File: src/hdl/orlb_pkg.sv
// ----------------------------------------------------------------------------
// orlb_pkg: shared definitions for the overwrite ring log buffer
// Field widths, result status codes, opcodes and the command and status
// bundles that pass between the controller and the datapath.
// ----------------------------------------------------------------------------
package orlb_pkg;

	// Default sizing handed to the top level parameters.
	localparam int DEF_MAX_RING_BYTES = 16384;
	localparam int DEF_MAX_READ_BURST = 16;

	// Fixed field widths.
	localparam int DATA_W    = 8;
	localparam int OFF_W     = 48;
	localparam int LEN_W     = 5;
	localparam int SIZE_W    = 5;
	localparam int STATUS_W  = 2;
	localparam int KIB_SHIFT = 10;

	// Input opcodes.
	localparam logic OP_APPEND = 1'b0;
	localparam logic OP_READ   = 1'b1;

	// Result status codes.
	localparam logic [STATUS_W-1:0] ST_DATA    = 2'd0;
	localparam logic [STATUS_W-1:0] ST_NODATA  = 2'd1;
	localparam logic [STATUS_W-1:0] ST_STORED  = 2'd2;
	localparam logic [STATUS_W-1:0] ST_DROPPED = 2'd3;

	// Commands from the controller to the datapath.
	typedef struct packed {
		logic cfg_wr;
		logic latch_in;
		logic do_append;
		logic calc_dist;
		logic calc_check;
		logic rd_issue;
		logic emit_nodata;
		logic emit_byte;
	} orlb_cmd_t;

	// Status from the datapath back to the controller.
	typedef struct packed {
		logic rd_empty;
		logic rd_last;
	} orlb_sts_t;

endpackage

File: src/hdl/orlb_ctrl.sv
// ----------------------------------------------------------------------------
// orlb_ctrl: sequencing state machine for the overwrite ring log buffer
// Steps each accepted transaction through the datapath and owns the valid
// flag of the result register.
// ----------------------------------------------------------------------------
module orlb_ctrl (
	input  logic                 clk,
	input  logic                 arst_n,
	input  logic                 in_valid,
	output logic                 in_ready,
	input  logic                 opcode,
	input  logic                 cfg_valid,
	output logic                 cfg_ready,
	output logic                 out_valid,
	input  logic                 out_ready,
	input  orlb_pkg::orlb_sts_t  sts,
	output orlb_pkg::orlb_cmd_t  cmd
);

	typedef enum logic [2:0] {
		S_IDLE,
		S_APPEND,
		S_DIST,
		S_CHECK,
		S_NODATA,
		S_ISSUE,
		S_EMIT
	} state_t;

	state_t state_q;
	state_t state_d;
	logic   out_valid_q;
	logic   slot_free;
	logic   load_out;

	// The result register can take a new result when it is empty or draining.
	assign slot_free = !out_valid_q || out_ready;
	assign in_ready  = (state_q == S_IDLE);
	assign cfg_ready = (state_q == S_IDLE);
	assign out_valid = out_valid_q;

	always_comb begin
		cmd          = '0;
		state_d      = state_q;
		cmd.cfg_wr   = cfg_valid && (state_q == S_IDLE);
		unique case (state_q)
			S_IDLE: begin
				if (in_valid) begin
					cmd.latch_in = 1'b1;
					state_d      = (opcode == orlb_pkg::OP_READ) ? S_DIST : S_APPEND;
				end
			end
			S_APPEND: begin
				if (slot_free) begin
					cmd.do_append = 1'b1;
					state_d       = S_IDLE;
				end
			end
			S_DIST: begin
				cmd.calc_dist = 1'b1;
				state_d       = S_CHECK;
			end
			S_CHECK: begin
				cmd.calc_check = 1'b1;
				state_d        = sts.rd_empty ? S_NODATA : S_ISSUE;
			end
			S_NODATA: begin
				if (slot_free) begin
					cmd.emit_nodata = 1'b1;
					state_d         = S_IDLE;
				end
			end
			S_ISSUE: begin
				cmd.rd_issue = 1'b1;
				state_d      = S_EMIT;
			end
			S_EMIT: begin
				if (slot_free) begin
					cmd.emit_byte = 1'b1;
					state_d       = sts.rd_last ? S_IDLE : S_ISSUE;
				end
			end
			default: begin
				state_d = S_IDLE;
			end
		endcase
	end

	assign load_out = cmd.do_append || cmd.emit_nodata || cmd.emit_byte;

	always_ff @(posedge clk or negedge arst_n) begin
		if (!arst_n) begin
			state_q     <= S_IDLE;
			out_valid_q <= 1'b0;
		end else begin
			state_q <= state_d;
			if (load_out) begin
				out_valid_q <= 1'b1;
			end else if (out_ready) begin
				out_valid_q <= 1'b0;
			end
		end
	end

endmodule

File: config.mk
export PLATFORM = sky130hd
export DESIGN_NAME = orlb_ctrl
export DESIGN_NICKNAME = d
export VERILOG_FILES = /design/src/hdl/orlb_pkg.sv /design/src/hdl/orlb_ctrl.sv
export SDC_FILE = /design/constraint.sdc
export NUM_CORES = 1
export LEC_CHECK = 0
export ABC_AREA = 1
export BUFFER_PORTS_ARGS = -buffer_cell sky130_fd_sc_hd__buf_2
export CORE_AREA = 3 3 40 42
export DETAILED_ROUTE_END_ITERATION = 7
export DIE_AREA = 0 0 43 45
export RECOVER_POWER = 50
export SETUP_SLACK_MARGIN = 0.05
export SYNTH_ARGS = -nofsm -noshare
export SYNTH_HDL_FRONTEND = slang
export SYNTH_SLANG_ARGS = --single-unit
File: constraint.sdc
create_clock -name clk -period 3 [get_ports clk]
set_input_delay 0.3 -clock clk [delete_from_list [all_inputs] [get_ports clk]]
set_output_delay 0.3 -clock clk [all_outputs]
set_load 0.01 [all_outputs]
==> out/results.ini, run 1 <==
[detailed_routing]
antenna_viol_nets_final = 0
route.final.wire_length_um = 841
num_vias = 394
drc_errors = 0
post_drt_wl_per_cell_um = 9.24
vias_per_cell = 4.33
detailedRoute.firstIterationViolations = 6
drt_first_pass_iters = 4

[clock_network]
tritoncts_clock_tree = yes
h_tree_level_count = 1
clock_latency_ns = 0.23
clk_pin_slew_worst_paths_ns = 0.04
post_cts.resized_instances = 0
cts-root-to-sink-buffers = 2
clockRootBuffer = sky130_fd_sc_hd__clkbuf_4
cts_inserted_buffers = 3
cts_num_sinks = 4

[logic_synthesis]
yosys_warnings = 0
most_common_cell_in_the_netlist = sky130_fd_sc_hd__nand2_1
synth_enable_flop_cells = 0
postSynth.asyncResetShare_pct = 100
synth_top_area_share_pct = 29.1
postSynthCellCount = 55
synthesis.area_um2 = 344
synthesis.area_per_instance_um2 = 6.26
netlist_top_cells_area = sky130_fd_sc_hd__dfrtp_1 (29%), sky130_fd_sc_hd__nand2_1 (16%), sky130_fd_sc_hd__inv_1 (11%), sky130_fd_sc_hd__nand3_1 (7.3%), sky130_fd_sc_hd__nand2_2 (5.5%)
netlist.top_cell.by_area = sky130_fd_sc_hd__dfrtp_1
synth_seq_cells = 4
synth_fp_nets = 63
synth_sequential_area_ratio_pct = 29.1
synth-main-ff-cell = sky130_fd_sc_hd__dfrtp_1
synth_top_cells_by_count = sky130_fd_sc_hd__nand2_1 (15), sky130_fd_sc_hd__inv_1 (10), sky130_fd_sc_hd__nand3_1 (5), sky130_fd_sc_hd__nor2_1 (5), sky130_fd_sc_hd__dfrtp_1 (4)
synth_cell_types = 15

[grt]
first_pass_grt_wire_length_um = 1480
first_global_vias = 373
largest_net_degree_at_the_start_of_global_routing = 8
antenna_found_initial = 0
total_overflow_reported_by_the_global_router = 0
grt_util_all_layers_pct = 10.3

[layout]
area_delta_synth_final_pct = 33.5
fraction_of_layout_cells_with_a_size_suffix_above_1_pct = 32.9
final.fill_count = 160
insertedDiodeCount = 0
cell_area_after_layout_um2 = 459
layout.nets = 86

[place]
placed_cell_area_um2 = 445
gp_routability_congestion = 0.805
port_buf_inserts = 18
place.detailed.hpwl_um = 694

[critical_path]
critical_path_arrival_ns = 1.21
timing_worst_setup_path_type = register to output port
critPathSlowestCell = sky130_fd_sc_hd__dfrtp_1
critical_path.startpoint_type = register
timing.critical_path.fanout_max = 6
endpoint_kind = output port
timing.critical_path.required_ns = 2.70
worst_setup_path_startpoint = state_q[0]
critPathMaxStageDelay_ns = 0.43
cell_breakdown_of_the_critical_path = inv_1 > nand2_1 > nor3_1 > buf_2
r2r_start = state_q[0]

[pwr]
power.density_nw_per_um2 = 907
ir_drop_mv = 0.316
power.static_leakage_nw = 0.304

[floorplanning]
placement_rows = 13
top_level_ports = 19
dieWidth_um = 43
core-area_um2 = 1280
initial_utilization_pct = 26.8
die_height_um = 45
die_ar_um2 = 1940

[status]
status = finished, final reports clean

[sta]
hold_viol = 0
relSlewSlack_pct = 84.1
worst_slew_pin_slew_ns = 0.238
fin_crit_sh_pct = 50.2
finalClockSkew_ns = 0.00276
fin_setup_tns_ns = 0
fmax_mhz = 664
setup_viol = 0
final_hold_slack_ns = 0.362
final_max_slew_viol_count = 0
rsz0062_at_grt = false
timing.final.crit_period_ns = 1.51

[worst_hold_path]
hold_path.startpoint = out_ready
hold_class = input pin to register

[flow_run]
max-cap-violations = 0

[layout make-up]
| class | count | area [um^2] | area share, % |
|---|---|---|---|
| repair buffers | 19 | 97.6 | 21.3 |
| multi-input cells | 37 | 171 | 37.3 |
| well taps | 15 | 18.8 | 4.09 |
| inverters | 13 | 48.8 | 10.6 |
| flip-flops and latches | 4 | 100 | 21.8 |
| clock buffers | 3 | 22.5 | 4.90 |
[logic make-up after synthesis]
group	after synthesis	share of synthesized area, %
and+or+nand+nor	35	48.4
DFF	4	29.1
buffers and inverters	14	16.4
AOI/OAI and AO/OA	2	6.18
[timing repair]
action,4_1_cts,5_1_grt
setup buffers,0,0
hold buffers,1,0
endpoints found under the hold margin,4,0
[per-layer routing]
| metal | up-vias | GRT usage, % | wire length (um) |
|---|---|---|---|
| met5 | - | 0 | 0 |
| met2 | 20 | 17.1 | 399 |
| met4 | 0 | 3.61 | 0 |
| met3 | 0 | 4.78 | 78 |
| li1 | 205 | - | - |
| met1 | 169 | 11.7 | 363 |
[per-stage QoR]
step / total power [mW] / util, % / worst slack [ns] / cells
2_1_floorplan: 0.300 / - / 1.83 / 55
3_3_place_gp: 0.372 / 34.7 / 1.77 / 87
6_report: 0.417 / 35.7 / 1.49 / 91
3_5_place_dp: 0.376 / 34.7 / 1.77 / 87
4_1_cts: 0.448 / 37.2 / 1.51 / 91
5_1_grt: 0.467 / 35.7 / 1.38 / 91
[registers in the layout, summed over array words and instances, names as in the netlist]
name / count
state_q: 3
out_valid: 1
[path summary, 6_finish.rpt]
kind                         endpoint  slack (ns)  depth (start not counted)
setup reg to reg           state_q[2]        1.82                          6
min in group asynchronous  state_q[1]        0.42                          2
hold reg to reg            state_q[2]        0.60                          2
setup / recovery               cmd[1]        1.49                          4
max in group asynchronous  state_q[0]        2.39                          2
hold / removal             state_q[1]        0.36                          4
[worst max-delay path, delay by kind of cell (launching register included)]
kind | cells | cell delay (ns)
flip-flops | 1 | 0.43
buffers and inverters | 2 | 0.26
AND/OR/NAND/NOR | 2 | 0.27
[placed cells by master, fill, tap and decap left out]
cell type / n
sky130_fd_sc_hd__a21oi_1: 1
sky130_fd_sc_hd__inv_2: 2
sky130_fd_sc_hd__clkbuf_1: 2
sky130_fd_sc_hd__nand2_2: 1
sky130_fd_sc_hd__dfrtp_1: 4
sky130_fd_sc_hd__dlygate4sd3_1: 1
sky130_fd_sc_hd__nor2_2: 2
sky130_fd_sc_hd__or2_1: 1
sky130_fd_sc_hd__clkbuf_4: 3
sky130_fd_sc_hd__nand2_1: 17
sky130_fd_sc_hd__nand3b_1: 1
sky130_fd_sc_hd__buf_2: 16
sky130_fd_sc_hd__nor2_4: 1
sky130_fd_sc_hd__o21ai_0: 1
sky130_fd_sc_hd__nor2_1: 5
sky130_fd_sc_hd__inv_1: 11
sky130_fd_sc_hd__nor3_1: 2
sky130_fd_sc_hd__nand3_1: 5
[where the power goes]
part,switching (mW),internal [mW],total (mW)
combinational,0.157,0.0915,0.249
clock,0.0210,0.0447,0.0657
sequential,0.0254,0.0769,0.102
No activity file was read; power rests on OpenSTA's default activity.
==> run 2, diff against run 1 <==
- clock period: 3 -> 1.3 ns (I/O delays scaled with it)
==> run 2 against run 1 <==
  * Global-route usage increased by 0.66 points
  * Total power increased to 3.2 times the previous value
  * Routed wire length increased by 24%
  * Critical path type unchanged
  * Largest power group unchanged
==> out/results.ini, run 2 (synthesis results as in run 1) <==
[layout]
mostFrequentLayoutCell = sky130_fd_sc_hd__nand2_1
final.fill_count = 147
stdcell_count = 95
area_delta_synth_final_pct = 70.9
largest_reg_flops = 3
layout.nets = 90
commonest_non_fill_non_tap_cells_in_the_layout = sky130_fd_sc_hd__nand2_1 (15), sky130_fd_sc_hd__buf_2 (13), sky130_fd_sc_hd__inv_1 (9)
insertedDiodeCount = 0
largest-register = state_q
fraction_of_layout_cells_with_a_size_suffix_above_1_pct = 53.8

[grt]
first_global_vias = 387
grt.met2_usage_pct = 19.8
top_usage_layer = met2
total_overflow_reported_by_the_global_router = 0
grt.met3_usage_pct = 1.20
grtUsageMet1_pct = 10.7
first_pass_grt_wire_length_um = 1520
antenna_found_initial = 0
largest_net_degree_at_the_start_of_global_routing = 8
grt_util_all_layers_pct = 10.9

[detailed_routing]
antenna_viol_nets_final = 0
drt_first_pass_iters = 4
route.final.wire_length_um = 1040
post_drt_wl_per_cell_um = 11.0
vias_per_cell = 4.48
drc_errors = 0
num_vias = 426
detailedRoute.firstIterationViolations = 7

[floorplanning]
die_ar_um2 = 1940
core-area_um2 = 1280
die_height_um = 45
initial_utilization_pct = 26.8
dieWidth_um = 43
placement_rows = 13
top_level_ports = 19

[critical_path]
number_of_buffers_and_inverters_on_the_critical_path = 2
endpoint_kind = output port
critPathSlowestCell = sky130_fd_sc_hd__dfrtp_2
timing.critical_path.required_ns = 1.17
timing_worst_setup_path_type = register to output port
critical_path_arrival_ns = 1.15
cell_breakdown_of_the_critical_path = buf_4 > nor3_2 > buf_2
critical_path.startpoint_type = register
crit_family = flip-flops
worstSetupPathDepth = 3
crit_path_end = cmd[1]
timing.critical_path.fanout_max = 3
reg2reg_setup_slack_ns = 0.15
worst_setup_path_startpoint = state_q[1]
critPathMaxStageDelay_ns = 0.43
regToRegEndpoint = state_q[0]
r2r_start = state_q[0]
timing.reg2reg.worst_path_depth = 6

[pwr]
ir_drop_mv = 1.19
power.static_leakage_nw = 0.342
total_power_mw = 1.34
power.density_nw_per_um2 = 2280

[clock_network]
clockRootBuffer = sky130_fd_sc_hd__clkbuf_4
h_tree_level_count = 1
cts_num_sinks = 4
tritoncts_clock_tree = yes
clock_latency_ns = 0.24
cts_inserted_buffers = 3
clk_pin_slew_worst_paths_ns = 0.03
cts-root-to-sink-buffers = 2

[sta]
fin_setup_tns_ns = 0
setup_viol = 0
finalClockSkew_ns = 0.00974
final_max_slew_viol_count = 0
relSlewSlack_pct = 82.9
rsz0062_at_grt = true
worst_slew_pin_slew_ns = 0.255
timing.final.crit_period_ns = 1.28
fin_crit_sh_pct = 98.3
hold_viol = 0
fmax_mhz = 782

[place]
place.detailed.hpwl_um = 682
port_buf_inserts = 18
place.detailed.instances = 87
gp_routability_congestion = 0.832

[flow_run]
max-cap-violations = 0

[status]
status = finished, final reports clean

[worst_hold_path]
hold_class = input pin to register

==> run 2: cell types whose count changed in the layout (fill, tap and decap cells not counted), moves of 3 or more <==
cell / change
sky130_fd_sc_hd__dfrtp_1: -3
sky130_fd_sc_hd__buf_6: +3
sky130_fd_sc_hd__buf_2: -3
sky130_fd_sc_hd__nor2_4: +3
sky130_fd_sc_hd__dfrtp_2: +3
sky130_fd_sc_hd__buf_4: +4
sky130_fd_sc_hd__nor2_1: -3
==> run 2: stage by stage <==
stage          setup slack, ns  instance area (um^2)  hold slack [ns]  util (%)
2_1_floorplan            0.280                   344           -0.166         -
3_3_place_gp             0.184                   445          -0.0626      34.7
3_5_place_dp             0.165                   445          -0.0614      34.7
4_1_cts                 0.0138                   519            0.215      40.4
5_1_grt                -0.0516                   588            0.243      45.8
6_report                0.0217                   588            0.227      45.8
==> run 2: layout make-up <==
type                            count  area (um^2)  area share, %
Sequential cell                     4          104           17.7
Tap cell                           15         18.8           3.19
Timing Repair Buffer               23          146           24.9
Multi-Input combinational cell     37          243           41.3
Inverter                           13         53.8           9.15
Clock buffer                        3         22.5           3.83
==> run 2: worst reg2reg max path, stage by stage (launching register included) <==
cell and delay [ns]:
sky130_fd_sc_hd__dfrtp_2 0.43, sky130_fd_sc_hd__inv_2 0.08, sky130_fd_sc_hd__buf_4 0.14, sky130_fd_sc_hd__o21ai_0 0.17, sky130_fd_sc_hd__nand3_1 0.10, sky130_fd_sc_hd__nand2_1 0.08, sky130_fd_sc_hd__nand2_1 0.05
==> run 2: per-layer routing <==
metal	share of wire [%]	wire [um]
met1	37	382
met2	53	550
met3	6.1	63
met4	4.2	44
met5	0	0
==> run 2: worst min-delay path by stage <==
stage	end	startpoint	cells after the start
after floorplan	out_valid	arst_n	0
after global placement	out_valid	arst_n	1
after detailed placement	out_valid	arst_n	1
after CTS	out_valid	arst_n	2
after global routing	state_q[1]	out_ready	4
final	state_q[1]	out_ready	4
==> run 2: timing repair <==
item                                    CTS  global route
cloned                                    0             0
resized for setup                         9            12
setup buffers                             2             2
endpoints found under the setup margin    9            10
pin swaps                                 2             3
hold buffers                              1             0
hold endpoints to repair                  4             0
==> run 2: power breakdown <==
part / switching [mW] / internal (mW)
logic: 0.509 / 0.403
registers: 0.0815 / 0.184
clock network: 0.0585 / 0.104
total: 0.649 / 0.691
